File: src/hdl/ddo_pkg.sv
package ddo_pkg;

    localparam int CORDIC_STEPS = 16;
    localparam int CORDIC_LAST  = ((CORDIC_STEPS < 24) ? CORDIC_STEPS : 24) - 1;
    localparam logic signed [17:0] WRAP_LIMIT = 18'sd30000;

    localparam int MUL_LAST = 17;
    localparam int DIV_LAST = 63;

    localparam logic [2:0] CFG_METERS_PER_TICK   = 3'd0;
    localparam logic [2:0] CFG_WHEEL_BASE        = 3'd1;
    localparam logic [2:0] CFG_START_HEADING     = 3'd2;
    localparam logic [2:0] CFG_ARC_MODE          = 3'd3;
    localparam logic [2:0] CFG_START_LEFT_COUNT  = 3'd4;
    localparam logic [2:0] CFG_START_RIGHT_COUNT = 3'd5;

    typedef enum logic [3:0] {
        S_IDLE, S_HRED, S_HFOLD, S_MUL, S_MTAKE, S_TRAV, S_TDIV, S_DIV,
        S_TURN, S_CSET, S_CORD, S_CFIN, S_RTAKE, S_POS, S_OUT
    } t_state;

    typedef enum logic [2:0] {
        MOP_DL, MOP_DR, MOP_NUM, MOP_RX, MOP_RY, MOP_SX, MOP_SY
    } t_mop;

    function automatic logic [30:0] atan_q30(input logic [5:0] i);
        logic [30:0] v;
        case (i)
            6'd0:  v = 31'd843314856;
            6'd1:  v = 31'd497837829;
            6'd2:  v = 31'd263043836;
            6'd3:  v = 31'd133525158;
            6'd4:  v = 31'd67021686;
            6'd5:  v = 31'd33543515;
            6'd6:  v = 31'd16775850;
            6'd7:  v = 31'd8388437;
            6'd8:  v = 31'd4194282;
            6'd9:  v = 31'd2097149;
            6'd10: v = 31'd1048575;
            6'd11: v = 31'd524287;
            6'd12: v = 31'd262143;
            6'd13: v = 31'd131071;
            6'd14: v = 31'd65535;
            6'd15: v = 31'd32767;
            6'd16: v = 31'd16383;
            6'd17: v = 31'd8191;
            6'd18: v = 31'd4095;
            6'd19: v = 31'd2047;
            6'd20: v = 31'd1023;
            6'd21: v = 31'd511;
            6'd22: v = 31'd255;
            6'd23: v = 31'd127;
            default: v = 31'd0;
        endcase
        return v;
    endfunction

endpackage

File: src/hdl/differential_drive_odometry.sv
// channel  | direction | handshake               | payload
// input    | in        | i_in_valid / o_in_stall | left_count, right_count, gyro_angle
// result   | out       | o_out_valid / i_out_stall | pos, heading, distance, turn, totals, steps
// config   | in        | i_cfg_valid / o_cfg_ready | i_cfg_index, i_cfg_data
//
// one transaction at a time; the length of a straight or an arc update is set by the
// shift-add multiplier (four or five products), the restoring divider (once or twice,
// skipped for the turn angle when the wheel base is zero) and the 16-step cordic
// (once or twice)
// reset (synchronous, active low) clears the state and loads register defaults
// a finished result waits in the output register; the core waits only if the
// previous result is still stalled when the next one is ready
module differential_drive_odometry (
    input  logic                i_clk,
    input  logic                i_rst_n,
    input  logic                i_in_valid,
    output logic                o_in_stall,
    input  logic [15:0]         i_left_count,
    input  logic [15:0]         i_right_count,
    input  logic signed [15:0]  i_gyro_angle,
    output logic                o_out_valid,
    input  logic                i_out_stall,
    output logic signed [47:0]  o_pos_x,
    output logic signed [47:0]  o_pos_y,
    output logic signed [15:0]  o_heading,
    output logic signed [31:0]  o_step_distance,
    output logic signed [31:0]  o_turn_angle,
    output logic signed [47:0]  o_left_total,
    output logic signed [47:0]  o_right_total,
    output logic signed [16:0]  o_left_step,
    output logic signed [16:0]  o_right_step,
    input  logic                i_cfg_valid,
    output logic                o_cfg_ready,
    input  logic [2:0]          i_cfg_index,
    input  logic [31:0]         i_cfg_data
);
    import ddo_pkg::*;

    function automatic logic signed [47:0] sat48(input logic signed [48:0] v);
        if (v > 49'sh0_7FFF_FFFF_FFFF) return 48'sh7FFF_FFFF_FFFF;
        if (v < -49'sh0_8000_0000_0000) return 48'sh8000_0000_0000;
        return v[47:0];
    endfunction

    function automatic logic signed [17:0] to_q16(input logic signed [33:0] v);
        logic signed [34:0] t;
        logic signed [20:0] r;
        t = {v[33], v} + 35'sd8192;
        r = t[34:14];
        if (r > 21'sd65536) return 18'sd65536;
        if (r < -21'sd65536) return -18'sd65536;
        return r[17:0];
    endfunction

    // state and configuration
    t_state r_state, n_state;
    t_mop   r_mop, n_mop;
    logic [31:0] r_mpt, n_mpt;
    logic [23:0] r_wb, n_wb;
    logic signed [16:0] r_sh, n_sh;
    logic r_arc, n_arc;
    logic [15:0] r_last_l, n_last_l, r_last_r, n_last_r;
    logic signed [15:0] r_prev, n_prev;
    logic signed [47:0] r_ltrav, n_ltrav, r_rtrav, n_rtrav, r_x, n_x, r_y, n_y;

    // per-transaction working registers
    logic signed [16:0] r_dl, n_dl, r_dr, n_dr;
    logic r_hneg, n_hneg;
    logic [16:0] r_hmag, n_hmag;
    logic signed [15:0] r_h, n_h;
    logic [41:0] r_ma, n_ma;
    logic [59:0] r_mp, n_mp;
    logic r_mneg, n_mneg;
    logic [5:0] r_cnt, n_cnt;
    logic signed [32:0] r_distl, n_distl, r_distr, n_distr, r_mean, n_mean;
    logic signed [31:0] r_turn, n_turn;
    logic [63:0] r_dvd, n_dvd;
    logic [24:0] r_dsr, n_dsr, r_rem, n_rem;
    logic [41:0] r_quo, n_quo;
    logic r_sticky, n_sticky, r_dneg, n_dneg, r_darc, n_darc;
    logic r_pass, n_pass, r_cfold, n_cfold, r_csneg, n_csneg;
    logic signed [33:0] r_cx, n_cx, r_cy, n_cy;
    logic signed [32:0] r_cz, n_cz;
    logic signed [17:0] r_sn, n_sn, r_cs, n_cs, r_sp, n_sp, r_cp, n_cp;
    logic signed [44:0] r_dx, n_dx, r_dy, n_dy;

    // output register
    logic r_ovalid, n_ovalid;
    logic signed [47:0] r_o_x, n_o_x, r_o_y, n_o_y, r_o_lt, n_o_lt, r_o_rt, n_o_rt;
    logic signed [15:0] r_o_h, n_o_h;
    logic signed [31:0] r_o_sd, n_o_sd, r_o_ta, n_o_ta;
    logic signed [16:0] r_o_ls, n_o_ls, r_o_rs, n_o_rs;

    // combinational helpers
    logic signed [17:0] d_l, d_r, h_raw, h_sgn, h_fold;
    logic [42:0] m_sum;
    logic signed [60:0] m_sgn;
    logic signed [44:0] m_res;
    logic [25:0] dv_t;
    logic dv_ge;
    logic signed [48:0] t_diff;
    logic signed [15:0] c_ang, c_abs, c_red;
    logic [37:0] c_zp;
    logic signed [33:0] c_dx, c_dy;
    logic signed [32:0] c_at;
    logic signed [17:0] c_s, c_c, c_sc, c_ss;
    logic signed [17:0] a_sum, a_diff;
    logic signed [18:0] s_d, c_d;
    logic signed [33:0] mean_sum;

    assign o_in_stall  = (r_state != S_IDLE);
    assign o_cfg_ready = (r_state == S_IDLE);
    assign o_out_valid = r_ovalid;
    assign o_pos_x = r_o_x;
    assign o_pos_y = r_o_y;
    assign o_heading = r_o_h;
    assign o_step_distance = r_o_sd;
    assign o_turn_angle = r_o_ta;
    assign o_left_total = r_o_lt;
    assign o_right_total = r_o_rt;
    assign o_left_step = r_o_ls;
    assign o_right_step = r_o_rs;

    always_comb begin
        // tick deltas with rollover unwrap
        d_l = $signed({2'b0, i_left_count}) - $signed({2'b0, r_last_l});
        if (d_l > WRAP_LIMIT) d_l = d_l - 18'sd65536;
        else if (d_l < -WRAP_LIMIT) d_l = d_l + 18'sd65536;
        d_r = $signed({2'b0, i_right_count}) - $signed({2'b0, r_last_r});
        if (d_r > WRAP_LIMIT) d_r = d_r - 18'sd65536;
        else if (d_r < -WRAP_LIMIT) d_r = d_r + 18'sd65536;
        h_raw = {{2{i_gyro_angle[15]}}, i_gyro_angle} - {r_sh[16], r_sh};

        // heading fold to +/-18000
        h_sgn = r_hneg ? -$signed({1'b0, r_hmag}) : $signed({1'b0, r_hmag});
        h_fold = h_sgn;
        if (h_sgn > 18'sd18000) h_fold = h_sgn - 18'sd36000;
        else if (h_sgn < -18'sd18000) h_fold = h_sgn + 18'sd36000;

        // shift-add multiplier step and signed, floored result
        m_sum = {1'b0, r_mp[59:18]} + (r_mp[0] ? {1'b0, r_ma} : 43'd0);
        m_sgn = r_mneg ? -$signed({1'b0, r_mp}) : $signed({1'b0, r_mp});
        m_res = m_sgn[60:16];

        // restoring divider step
        dv_t  = {r_rem, r_dvd[63]};
        dv_ge = (dv_t >= {1'b0, r_dsr});

        t_diff = {r_rtrav[47], r_rtrav} - {r_ltrav[47], r_ltrav};

        // cordic set-up, step and finish
        c_ang = r_pass ? r_prev : r_h;
        c_abs = c_ang[15] ? -c_ang : c_ang;
        c_red = (c_abs > 16'sd9000) ? (16'sd18000 - c_abs) : c_abs;
        c_zp  = c_red[13:0] * 24'd11993811;
        c_dx  = r_cy >>> r_cnt[4:0];
        c_dy  = r_cx >>> r_cnt[4:0];
        c_at  = $signed({2'b0, atan_q30(r_cnt)});
        c_s   = to_q16(r_cy);
        c_c   = to_q16(r_cx);
        c_sc  = r_cfold ? -c_c : c_c;
        c_ss  = r_csneg ? -c_s : c_s;

        a_sum  = {r_dr[16], r_dr} + {r_dl[16], r_dl};
        a_diff = {r_dr[16], r_dr} - {r_dl[16], r_dl};
        s_d = {r_sn[17], r_sn} - {r_sp[17], r_sp};
        c_d = {r_cs[17], r_cs} - {r_cp[17], r_cp};
        mean_sum = {r_distl[32], r_distl} + {r_distr[32], r_distr};
    end

    always_comb begin
        n_state = r_state;  n_mop = r_mop;
        n_mpt = r_mpt;  n_wb = r_wb;  n_sh = r_sh;  n_arc = r_arc;
        n_last_l = r_last_l;  n_last_r = r_last_r;  n_prev = r_prev;
        n_ltrav = r_ltrav;  n_rtrav = r_rtrav;  n_x = r_x;  n_y = r_y;
        n_dl = r_dl;  n_dr = r_dr;  n_hneg = r_hneg;  n_hmag = r_hmag;  n_h = r_h;
        n_ma = r_ma;  n_mp = r_mp;  n_mneg = r_mneg;  n_cnt = r_cnt;
        n_distl = r_distl;  n_distr = r_distr;  n_mean = r_mean;  n_turn = r_turn;
        n_dvd = r_dvd;  n_dsr = r_dsr;  n_rem = r_rem;  n_quo = r_quo;
        n_sticky = r_sticky;  n_dneg = r_dneg;  n_darc = r_darc;
        n_pass = r_pass;  n_cfold = r_cfold;  n_csneg = r_csneg;
        n_cx = r_cx;  n_cy = r_cy;  n_cz = r_cz;
        n_sn = r_sn;  n_cs = r_cs;  n_sp = r_sp;  n_cp = r_cp;
        n_dx = r_dx;  n_dy = r_dy;
        n_ovalid = r_ovalid && i_out_stall;
        n_o_x = r_o_x;  n_o_y = r_o_y;  n_o_h = r_o_h;  n_o_sd = r_o_sd;
        n_o_ta = r_o_ta;  n_o_lt = r_o_lt;  n_o_rt = r_o_rt;
        n_o_ls = r_o_ls;  n_o_rs = r_o_rs;

        case (r_state)
            S_IDLE: begin
                if (i_in_valid) begin
                    n_dl = d_l[16:0];
                    n_dr = d_r[16:0];
                    n_last_l = i_left_count;
                    n_last_r = i_right_count;
                    n_hneg = h_raw[17];
                    n_hmag = h_raw[17] ? 17'(-h_raw) : h_raw[16:0];
                    n_state = S_HRED;
                end
            end
            S_HRED: begin
                // truncating remainder by 36000 on the magnitude
                if (r_hmag >= 17'd36000) begin
                    n_hmag = r_hmag - 17'd36000;
                end else begin
                    n_state = S_HFOLD;
                end
            end
            S_HFOLD: begin
                n_h = h_fold[15:0];
                n_ma = {10'd0, r_mpt};
                n_mp = {42'd0, (r_dl[16] ? 18'(-{r_dl[16], r_dl}) : {1'b0, r_dl})};
                n_mneg = r_dl[16];
                n_mop = MOP_DL;
                n_cnt = '0;
                n_state = S_MUL;
            end
            S_MUL: begin
                n_mp = {m_sum, r_mp[17:1]};
                n_cnt = r_cnt + 6'd1;
                if (r_cnt == 6'(MUL_LAST)) n_state = S_MTAKE;
            end
            S_MTAKE: begin
                n_cnt = '0;
                case (r_mop)
                    MOP_DL: begin
                        n_distl = m_res[32:0];
                        n_ma = {10'd0, r_mpt};
                        n_mp = {42'd0, (r_dr[16] ? 18'(-{r_dr[16], r_dr}) : {1'b0, r_dr})};
                        n_mneg = r_dr[16];
                        n_mop = MOP_DR;
                        n_state = S_MUL;
                    end
                    MOP_DR: begin
                        n_distr = m_res[32:0];
                        n_state = S_TRAV;
                    end
                    MOP_NUM: begin
                        n_dvd = {23'd0, r_mp[40:0]};
                        n_dsr = {6'd0, (a_diff[17] ? 18'(-a_diff) : a_diff), 1'b0};
                        n_dneg = r_mneg ^ a_diff[17];
                        n_rem = '0;
                        n_quo = '0;
                        n_sticky = 1'b0;
                        n_darc = 1'b1;
                        n_state = S_DIV;
                    end
                    MOP_RX: begin
                        n_dx = m_res;
                        n_ma = r_quo;
                        n_mp = {42'd0, (c_d[18] ? 18'(-c_d) : c_d[17:0])};
                        n_mneg = r_dneg ^ c_d[18];
                        n_mop = MOP_RY;
                        n_state = S_MUL;
                    end
                    MOP_SX: begin
                        n_dx = m_res;
                        n_ma = {9'd0, (r_mean[32] ? 33'(-r_mean) : r_mean)};
                        n_mp = {42'd0, (r_sn[17] ? 18'(-r_sn) : r_sn)};
                        n_mneg = r_mean[32] ^ r_sn[17];
                        n_mop = MOP_SY;
                        n_state = S_MUL;
                    end
                    default: begin
                        // second coordinate of either update
                        n_dy = m_res;
                        n_state = S_POS;
                    end
                endcase
            end
            S_TRAV: begin
                n_ltrav = sat48({r_ltrav[47], r_ltrav} + 49'(r_distl));
                n_rtrav = sat48({r_rtrav[47], r_rtrav} + 49'(r_distr));
                n_mean = mean_sum[33:1];
                n_state = S_TDIV;
            end
            S_TDIV: begin
                n_cnt = '0;
                n_pass = 1'b0;
                if (r_wb == 24'd0) begin
                    n_turn = '0;
                    n_state = S_CSET;
                end else begin
                    n_dvd = {(t_diff[48] ? 48'(-t_diff) : t_diff[47:0]), 16'd0};
                    n_dsr = {r_wb, 1'b0};
                    n_dneg = t_diff[48];
                    n_rem = '0;
                    n_quo = '0;
                    n_sticky = 1'b0;
                    n_darc = 1'b0;
                    n_state = S_DIV;
                end
            end
            S_DIV: begin
                n_rem = dv_ge ? 25'(dv_t - {1'b0, r_dsr}) : dv_t[24:0];
                n_dvd = {r_dvd[62:0], 1'b0};
                n_quo = {r_quo[40:0], dv_ge};
                n_sticky = r_sticky | r_quo[41];
                n_cnt = r_cnt + 6'd1;
                if (r_cnt == 6'(DIV_LAST)) n_state = r_darc ? S_RTAKE : S_TURN;
            end
            S_TURN: begin
                if (r_dneg) begin
                    if (r_sticky || r_quo > 42'h0_8000_0000) n_turn = 32'sh8000_0000;
                    else n_turn = -$signed(r_quo[31:0]);
                end else begin
                    if (r_sticky || r_quo > 42'h0_7FFF_FFFF) n_turn = 32'sh7FFF_FFFF;
                    else n_turn = $signed(r_quo[31:0]);
                end
                n_pass = 1'b0;
                n_state = S_CSET;
            end
            S_CSET: begin
                n_cfold = (c_abs > 16'sd9000);
                n_csneg = c_ang[15];
                n_cz = {1'b0, c_zp[37:6]};
                n_cx = 34'sd652032874;
                n_cy = '0;
                n_cnt = '0;
                n_state = S_CORD;
            end
            S_CORD: begin
                if (!r_cz[32]) begin
                    n_cx = r_cx - c_dx;
                    n_cy = r_cy + c_dy;
                    n_cz = r_cz - c_at;
                end else begin
                    n_cx = r_cx + c_dx;
                    n_cy = r_cy - c_dy;
                    n_cz = r_cz + c_at;
                end
                n_cnt = r_cnt + 6'd1;
                if (r_cnt == 6'(CORDIC_LAST)) n_state = S_CFIN;
            end
            S_CFIN: begin
                n_cnt = '0;
                if (!r_pass) begin
                    n_sn = c_ss;
                    n_cs = c_sc;
                    if (r_arc && (r_dl != r_dr)) begin
                        n_pass = 1'b1;
                        n_state = S_CSET;
                    end else begin
                        n_ma = {9'd0, (r_mean[32] ? 33'(-r_mean) : r_mean)};
                        n_mp = {42'd0, (c_sc[17] ? 18'(-c_sc) : c_sc)};
                        n_mneg = r_mean[32] ^ c_sc[17];
                        n_mop = MOP_SX;
                        n_state = S_MUL;
                    end
                end else begin
                    n_sp = c_ss;
                    n_cp = c_sc;
                    n_ma = {18'd0, r_wb};
                    n_mp = {42'd0, (a_sum[17] ? 18'(-a_sum) : a_sum)};
                    n_mneg = a_sum[17];
                    n_mop = MOP_NUM;
                    n_state = S_MUL;
                end
            end
            S_RTAKE: begin
                n_cnt = '0;
                n_ma = r_quo;
                n_mp = {42'd0, (s_d[18] ? 18'(-s_d) : s_d[17:0])};
                n_mneg = r_dneg ^ s_d[18];
                n_mop = MOP_RX;
                n_state = S_MUL;
            end
            S_POS: begin
                n_x = sat48({r_x[47], r_x} + 49'(r_dx));
                if (r_mop == MOP_RY) n_y = sat48({r_y[47], r_y} - 49'(r_dy));
                else n_y = sat48({r_y[47], r_y} + 49'(r_dy));
                n_prev = r_h;
                n_state = S_OUT;
            end
            S_OUT: begin
                if (!r_ovalid || !i_out_stall) begin
                    n_ovalid = 1'b1;
                    n_o_x = r_x;
                    n_o_y = r_y;
                    n_o_h = r_h;
                    if (r_mean > 33'sh0_7FFF_FFFF) n_o_sd = 32'sh7FFF_FFFF;
                    else if (r_mean < -33'sh0_8000_0000) n_o_sd = 32'sh8000_0000;
                    else n_o_sd = r_mean[31:0];
                    n_o_ta = r_turn;
                    n_o_lt = r_ltrav;
                    n_o_rt = r_rtrav;
                    n_o_ls = r_dl;
                    n_o_rs = r_dr;
                    n_state = S_IDLE;
                end
            end
            default: n_state = S_IDLE;
        endcase

        // register writes, only made while idle
        if (i_cfg_valid && o_cfg_ready) begin
            case (i_cfg_index)
                CFG_METERS_PER_TICK:   n_mpt = i_cfg_data;
                CFG_WHEEL_BASE:        n_wb = i_cfg_data[23:0];
                CFG_START_HEADING:     n_sh = i_cfg_data[16:0];
                CFG_ARC_MODE:          n_arc = i_cfg_data[0];
                CFG_START_LEFT_COUNT:  n_last_l = i_cfg_data[15:0];
                CFG_START_RIGHT_COUNT: n_last_r = i_cfg_data[15:0];
                default: ;
            endcase
        end
    end

    always_ff @(posedge i_clk) begin
        if (!i_rst_n) begin
            r_state <= S_IDLE;
            r_mop <= MOP_DL;
            r_mpt <= 32'd366;
            r_wb <= 24'd15073;
            r_sh <= '0;
            r_arc <= 1'b1;
            r_last_l <= '0;
            r_last_r <= '0;
            r_prev <= '0;
            r_ltrav <= '0;
            r_rtrav <= '0;
            r_x <= '0;
            r_y <= '0;
            r_cnt <= '0;
            r_pass <= 1'b0;
            r_darc <= 1'b0;
            r_ovalid <= 1'b0;
        end else begin
            r_state <= n_state;
            r_mop <= n_mop;
            r_mpt <= n_mpt;
            r_wb <= n_wb;
            r_sh <= n_sh;
            r_arc <= n_arc;
            r_last_l <= n_last_l;
            r_last_r <= n_last_r;
            r_prev <= n_prev;
            r_ltrav <= n_ltrav;
            r_rtrav <= n_rtrav;
            r_x <= n_x;
            r_y <= n_y;
            r_cnt <= n_cnt;
            r_pass <= n_pass;
            r_darc <= n_darc;
            r_ovalid <= n_ovalid;
        end
    end

    // datapath registers
    always_ff @(posedge i_clk) begin
        r_dl <= n_dl;  r_dr <= n_dr;  r_hneg <= n_hneg;  r_hmag <= n_hmag;  r_h <= n_h;
        r_ma <= n_ma;  r_mp <= n_mp;  r_mneg <= n_mneg;
        r_distl <= n_distl;  r_distr <= n_distr;  r_mean <= n_mean;  r_turn <= n_turn;
        r_dvd <= n_dvd;  r_dsr <= n_dsr;  r_rem <= n_rem;  r_quo <= n_quo;
        r_sticky <= n_sticky;  r_dneg <= n_dneg;
        r_cfold <= n_cfold;  r_csneg <= n_csneg;
        r_cx <= n_cx;  r_cy <= n_cy;  r_cz <= n_cz;
        r_sn <= n_sn;  r_cs <= n_cs;  r_sp <= n_sp;  r_cp <= n_cp;
        r_dx <= n_dx;  r_dy <= n_dy;
        r_o_x <= n_o_x;  r_o_y <= n_o_y;  r_o_h <= n_o_h;  r_o_sd <= n_o_sd;
        r_o_ta <= n_o_ta;  r_o_lt <= n_o_lt;  r_o_rt <= n_o_rt;
        r_o_ls <= n_o_ls;  r_o_rs <= n_o_rs;
    end

endmodule
File: config.mk
export PLATFORM = sky130hd
export DESIGN_NAME = differential_drive_odometry
export DESIGN_NICKNAME = d
export VERILOG_FILES = /design/src/hdl/ddo_pkg.sv /design/src/hdl/differential_drive_odometry.sv
export SDC_FILE = /design/constraint.sdc
export NUM_CORES = 2
export LEC_CHECK = 0
export ABC_AREA = 1
export BUFFER_PORTS_ARGS = -buffer_cell sky130_fd_sc_hd__buf_4
export CAP_MARGIN = 0
export CELL_PAD_IN_SITES_DETAIL_PLACEMENT = 0
export CELL_PAD_IN_SITES_GLOBAL_PLACEMENT = 1
export CORE_MARGIN = 1
export CORE_UTILIZATION = 48
export CTS_CLUSTER_SIZE = 40
export DETAILED_ROUTE_END_ITERATION = 10
export GPL_TIMING_DRIVEN = 0
export PLACE_DENSITY = 0.89
export SLEW_MARGIN = 0
export SYNTH_ARGS = -nofsm -noshare
export SYNTH_HDL_FRONTEND = slang
export SYNTH_SLANG_ARGS = --single-unit
File: constraint.sdc
create_clock -name i_clk -period 24.5 [get_ports i_clk]
set_input_delay 4.9 -clock i_clk [delete_from_list [all_inputs] [get_ports i_clk]]
set_output_delay 4.9 -clock i_clk [all_outputs]
set_load 0.05 [all_outputs]
Word-level counts from Yosys, hierarchy flattened
Memories as Yosys holds them, arrays and structs flattened. A register that Yosys moved wholly into a read port is not among the register bits.
Cells that the tools add are included.

storage, ports and cells
  register bits = 1361
  ROM bits = 960
  output and inout port bits = 309
  memories = 1

memories
  name             depth  width  read ports  clocked after memory_dff  wr ports  line           source
  (no name shown)  32     30     1           1                         0         ddo_pkg.sv:28  case (i)

operators by class
  $add $sub $neg = 50
  $mul = 1
  order comparisons = 27
  eq/ne operators = 40
  shifts and indexed selects = 2
  multiplexer cells = 170
  bitwise logic cells = 8
  reduce and logical (&&, ||, !) cells = 48

operators with widths
  cell                                                                               number
  48-bit 2-to-1 mux                                                                  22
  18-bit 2-to-1 mux                                                                  19
  60-bit case mux with 5 select lines                                                1
  42-bit case mux with 3 select lines                                                2
  49-bit by 48-bit greater-than comparator with 1-bit output, second input constant  5
  49-bit by 48-bit less-than comparator with 1-bit output, second input constant     5
  42-bit 2-to-1 mux                                                                  5
  16-bit 2-to-1 mux                                                                  12
  64-bit case mux with 3 select lines                                                1
  18-bit negation                                                                    10
  60-bit case mux with 3 select lines                                                1
  42-bit case mux with 4 select lines                                                1
  32-bit 2-to-1 mux                                                                  5
  34-bit case mux with 2 select lines                                                2
  64-bit 2-to-1 mux                                                                  2
  25-bit 2-to-1 mux                                                                  5
  60-bit 2-to-1 mux                                                                  2
  17-bit 2-to-1 mux                                                                  7
  48-bit by 33-bit adder with 49-bit output                                          2
  48-bit by 45-bit adder with 49-bit output                                          2
  25-bit case mux with 3 select lines                                                1
  34-bit by 15-bit adder with 35-bit output, second input constant                   2
  34-bit adder                                                                       2
  34-bit 2-to-1 mux                                                                  2
  96 further kinds                                                                   228

Depth between registers and ports, before layout
  depth in word-level cells = 13
  gate-level depth with buffers = 48

Worst setup path before layout
Ideal clock, no wire load.

  path type = input -> register
  start point = input port i_out_stall
  end point = register r_o_h[0] (netlist: o_heading[0]), enable pin
  library setup time = 1077 ps
  arrival time = 19215 ps
  required time = 23423 ps
  slack = 4207 ps
  cell stages on the path = 1
  buffers on the path = 0
  cell sequence = a21oi_1

on the way
  longest elaborated chain between the ends = 3

RTL lines
  element                               line                                source
  start, declared                       differential_drive_odometry.sv:22   input logic i_out_stall,
  1-bit zero test                       differential_drive_odometry.sv:377  if (!r_ovalid || !i_out_stall) begin
  1-bit logical OR                      differential_drive_odometry.sv:377
  2-bit AND reduction (no source line)  n/a
  end signal, assigned                  differential_drive_odometry.sv:461  r_o_x <= n_o_x; r_o_y <= n_o_y; r_o_h <= n_o_h; r_o_sd <= n_o_sd;
  end, declared                         differential_drive_odometry.sv:90   logic signed [15:0] r_o_h, n_o_h;

No other way between the ends.
A chain may end at the register's enable or synchronous reset.

Worst setup path after layout
  start point = register r_pass
  end point = register r_cz[23], data pin

on the way
  longest elaborated chain between the ends = 7

RTL lines
  element                                                                                                                              line                                source
  start, declared                                                                                                                      differential_drive_odometry.sv:81   logic r_pass, n_pass, r_cfold, n_cfold, r_csneg, n_csneg;
  start signal, assigned                                                                                                               differential_drive_odometry.sv:444  r_pass <= n_pass;
  16-bit 2-to-1 mux (*)                                                                                                                differential_drive_odometry.sv:152  c_ang = r_pass ? r_prev : r_h;
  16-bit negation                                                                                                                      differential_drive_odometry.sv:153  c_abs = c_ang[15] ? -c_ang : c_ang;
  16-bit 2-to-1 mux (*)                                                                                                                differential_drive_odometry.sv:153
  12-bit by 14-bit subtractor with 14-bit output / 16-bit by 15-bit greater-than comparator with 1-bit output (equally long branches)  differential_drive_odometry.sv:154  c_red = (c_abs > 16'sd9000) ? (16'sd18000 - c_abs) : c_abs;
  14-bit 2-to-1 mux (*)                                                                                                                differential_drive_odometry.sv:154
  14-bit by 24-bit multiplier with 38-bit output (*)                                                                                   differential_drive_odometry.sv:155  c_zp = c_red[13:0] * 24'd11993811;
  33-bit case mux with 2 select lines (*)                                                                                              differential_drive_odometry.sv:190  case (r_state)
  net n_cz[23]                                                                                                                         differential_drive_odometry.sv:83   logic signed [32:0] r_cz, n_cz;
  end signal, assigned                                                                                                                 differential_drive_odometry.sv:458  r_cx <= n_cx; r_cy <= n_cy; r_cz <= n_cz;
  end, declared                                                                                                                        differential_drive_odometry.sv:83

Mark *: on every way through the listed nets, which the timed path passes. The rest lies on a longest branch.

==> results.txt <==
outcome -> finished, violations left
violated checks -> max-capacitance violations
fraction of final layout cells sized beyond drive strength 1 -> 6.76%
CP max-delay cell -> xor2_1
hold crit path type -> reg -> reg
dominant cells by area after synthesis -> edfxtp_1 (29%), ha_1 (9.3%), nand2_1 (9.2%)
largest net degree at the start of global routing -> 55
predominant post-synthesis flop cell -> edfxtp_1
HP Start -> r_turn[25]
launch instance of the worst register-to-register path -> r_pass
Synth-to-Final Area Change -> 12.1%
number of nets in the final layout -> 15385
top-area cell type share of the netlist area -> 29.3%
number of global-route vias before repair -> 93363
boundary pin count -> 397
count of state elements after synthesis -> 1390
clock tree from TritonCTS -> yes
largest family of logic cells by synthesized area -> simple AND/OR/NAND/NOR gates
share of the cycle needed by the critical path after routing -> 39.9%
Final Max Slew Viols -> 0
1st-iter DRT viols -> 9351
maximum root-to-sink buffer count -> 3
CTS H-tree lvls -> 4
number of post-CTS setup repair buffers -> 0
DIE WIDTH -> 471 um
number of warnings issued by yosys -> 0
data arrival time of the critical path -> 10350 ps
number of vias after detailed routing -> 98741
number of antenna violations at the first check in global routing -> 11
top post-synthesis cells by count -> nand2_1 (2577), inv_1 (1887), a21oi_1 (1461), o21ai_0 (1268), nor2_1 (1246)
Min Clock Period, post-route -> 9780 ps
adder-cell share of the synthesized area -> 11.4%
number of sinks driven by the clock tree -> 1390
fraction of synthesized cell area in xor and xnor cells -> 5.99%
post-detailed-route DRC marker count -> 0
number of placed cells counting well taps -> 17100
post-synth net total -> 14796
dominant cell by count in the synthesized netlist -> nand2_1
non-filler instance count after layout -> 17396
remaining max-slew budget at the tightest pin -> 0.372%
Largest stage delay, worst path -> 690 ps
DPL Wire Length -> 315000 um
wire length of the first global-routing pass -> 571000 um
number of enable-type register cells in the synthesized netlist -> 1030
y dimension of the die -> 471 um
critical path peak fanout -> 10
routed wire length -> 385000 um
share of cell area taken by muxes after synthesis -> 0.341%
total die area -> 0.222 mm2
required time reported for the critical path endpoint -> 25070 ps
top achievable clock speed -> 0.102 GHz
number of filler cells placed in the layout -> 21244
core area -> 0.218 mm2
setup_tns -> 0 ps
Yosys top cell by area -> edfxtp_1
final estimated routing congestion in global placement -> 1.01
Initial DRT Pass Iterations -> 7
row cnt -> 171
fraction of registers with async set/reset -> 0%
final hold viol count -> 0
Fin Hold WS -> 418 ps
all-layer global routing usage -> 33.7%
fraction of the mapped netlist area in simple logic gates -> 19.9%
count of instances resized after the clock tree is built -> 0
Layout Skew -> 41.0 ps
drt wl/cell -> 22.1 um
cells after synthesis -> 13815
starting density of the core -> 48.5%
final core utilization -> 54.3%
clock edge transition at the registers on the reported setup and hold paths -> 70 ps
worst setup path category -> reg -> reg
count of input and output buffers -> 395
element type at the critical path end -> register
Startpoint Class -> register
final antenna-violating net count -> 0
max-cap violations -> 2
total standard cell area after synthesis -> 0.106 mm2
origin of the worst setup path -> r_pass
Avg Cell Area, Syn -> 7.65 um2
insertion delay of the later-clocked pin in the worst-skew pair -> 840 ps
most prevalent standard cell on the critical path -> nand2_1
vias per std cell -> 5.68
cell at the root of the clock tree -> clkbuf_16
sequential area share after synthesis -> 36.1%
unrepaired setup endpoints after global routing -> no
number of buffers added by the clock tree synthesis step -> 155
count of endpoints failing setup in the final report -> 0
number of library cell types mapped by synthesis -> 74
Tightest Pin Transition -> 1490 ps
GR Overflow Total -> 0
synthesized-area fraction occupied by ao, oa, aoi and oai cells -> 17.9%
count of hold-fix buffers inserted at cts -> 0
[critical path, delay by kind of cell (launching register included)]
family | cells | cell delay [ps]
and+or+nand+nor | 19 | 2250
DFF | 1 | 460
xor gates and xnor gates | 1 | 690
buffers and inverters | 10 | 1430
adders and majority gates | 8 | 3710
AOI/OAI and AO/OA | 4 | 980
[cell families after synthesis]
kind of cell / after synthesis
AO/OA/AOI/OAI: 3441
XOR/XNOR: 719
adder cells (fa/ha/maj): 893
buffers and inverters: 2321
flip-flops: 1390
multiplexers: 36
AND/OR/NAND/NOR: 5015
[cells in the final DEF, fill, tap and decap left out, types with 160 or more instances in the layout]
cell type,n
xnor2_1,180
inv_1,1886
nand2_1,2576
nand3_1,554
clkbuf_1,297
ha_1,783
edfxtp_1,1030
clkbuf_16,160
o21ai_0,1268
dfxtp_1,360
a21oi_1,1460
nor3_1,219
buf_4,412
nor2_1,1238
xor2_1,533
[path summary, 6_finish.rpt]
| path | cells after the start | slack (ps) | endpoint |
|---|---|---|---|
| max | 42 | 14720 | r_cz[23] |
| min | 0 | 420 | o_turn_angle[25] |
| max reg2reg | 42 | 14720 | r_cz[23] |
| min reg2reg | 0 | 420 | o_turn_angle[25] |
[through the flow]
step,setup WS (ps),area [um2]
after floorplan,4210,106000
after global placement,-2990,112000
after detailed placement,14730,113000
after CTS,14720,118000
after global routing,13980,118000
final,14720,118000
[area by class of cell]
type                       count  area [um2]  share of cell area [%]
inverter                    1916        7190                    6.07
clock inverter                94        1140                   0.963
multi-input combinational  10104       58800                    49.6
buffer                       405        1750                    1.48
sequential                  1390       38100                    32.2
clock buffer                 196        4210                    3.55
timing repair buffer         432        3670                    3.10
tap                         2854        3570                    3.02
antenna                        5        12.5                  0.0106
[registers in the layout, summed over array words and instances (netlist names), 33 cells and up, named ones only]
signal and cells:
r_x 48, r_quo 42, r_dvd 64, o_pos_x 48
r_dy 45, r_ma 42, r_cy 34, r_y 48
r_ltrav 48, r_distr 33, r_cx 34, r_distl 33
r_mean 33, r_cz 33, o_pos_y 48, o_right_total 48
o_left_total 48, r_dx 45, r_rtrav 48, r_mp 60
[routing by layer]
layer,up-vias,GRT usage [%],share of wire (%),wire length (um)
met4,8,17.4,5.7,22000
met3,744,4.89,6.9,26400
met1,46361,43.4,42,161000
met5,-,0,0.017,67
li1,48009,-,-,-
met2,3619,54.9,46,175000
Power is not shown: default switching activity piles up to over one toggle a cycle in this logic, so the estimate is an artifact.
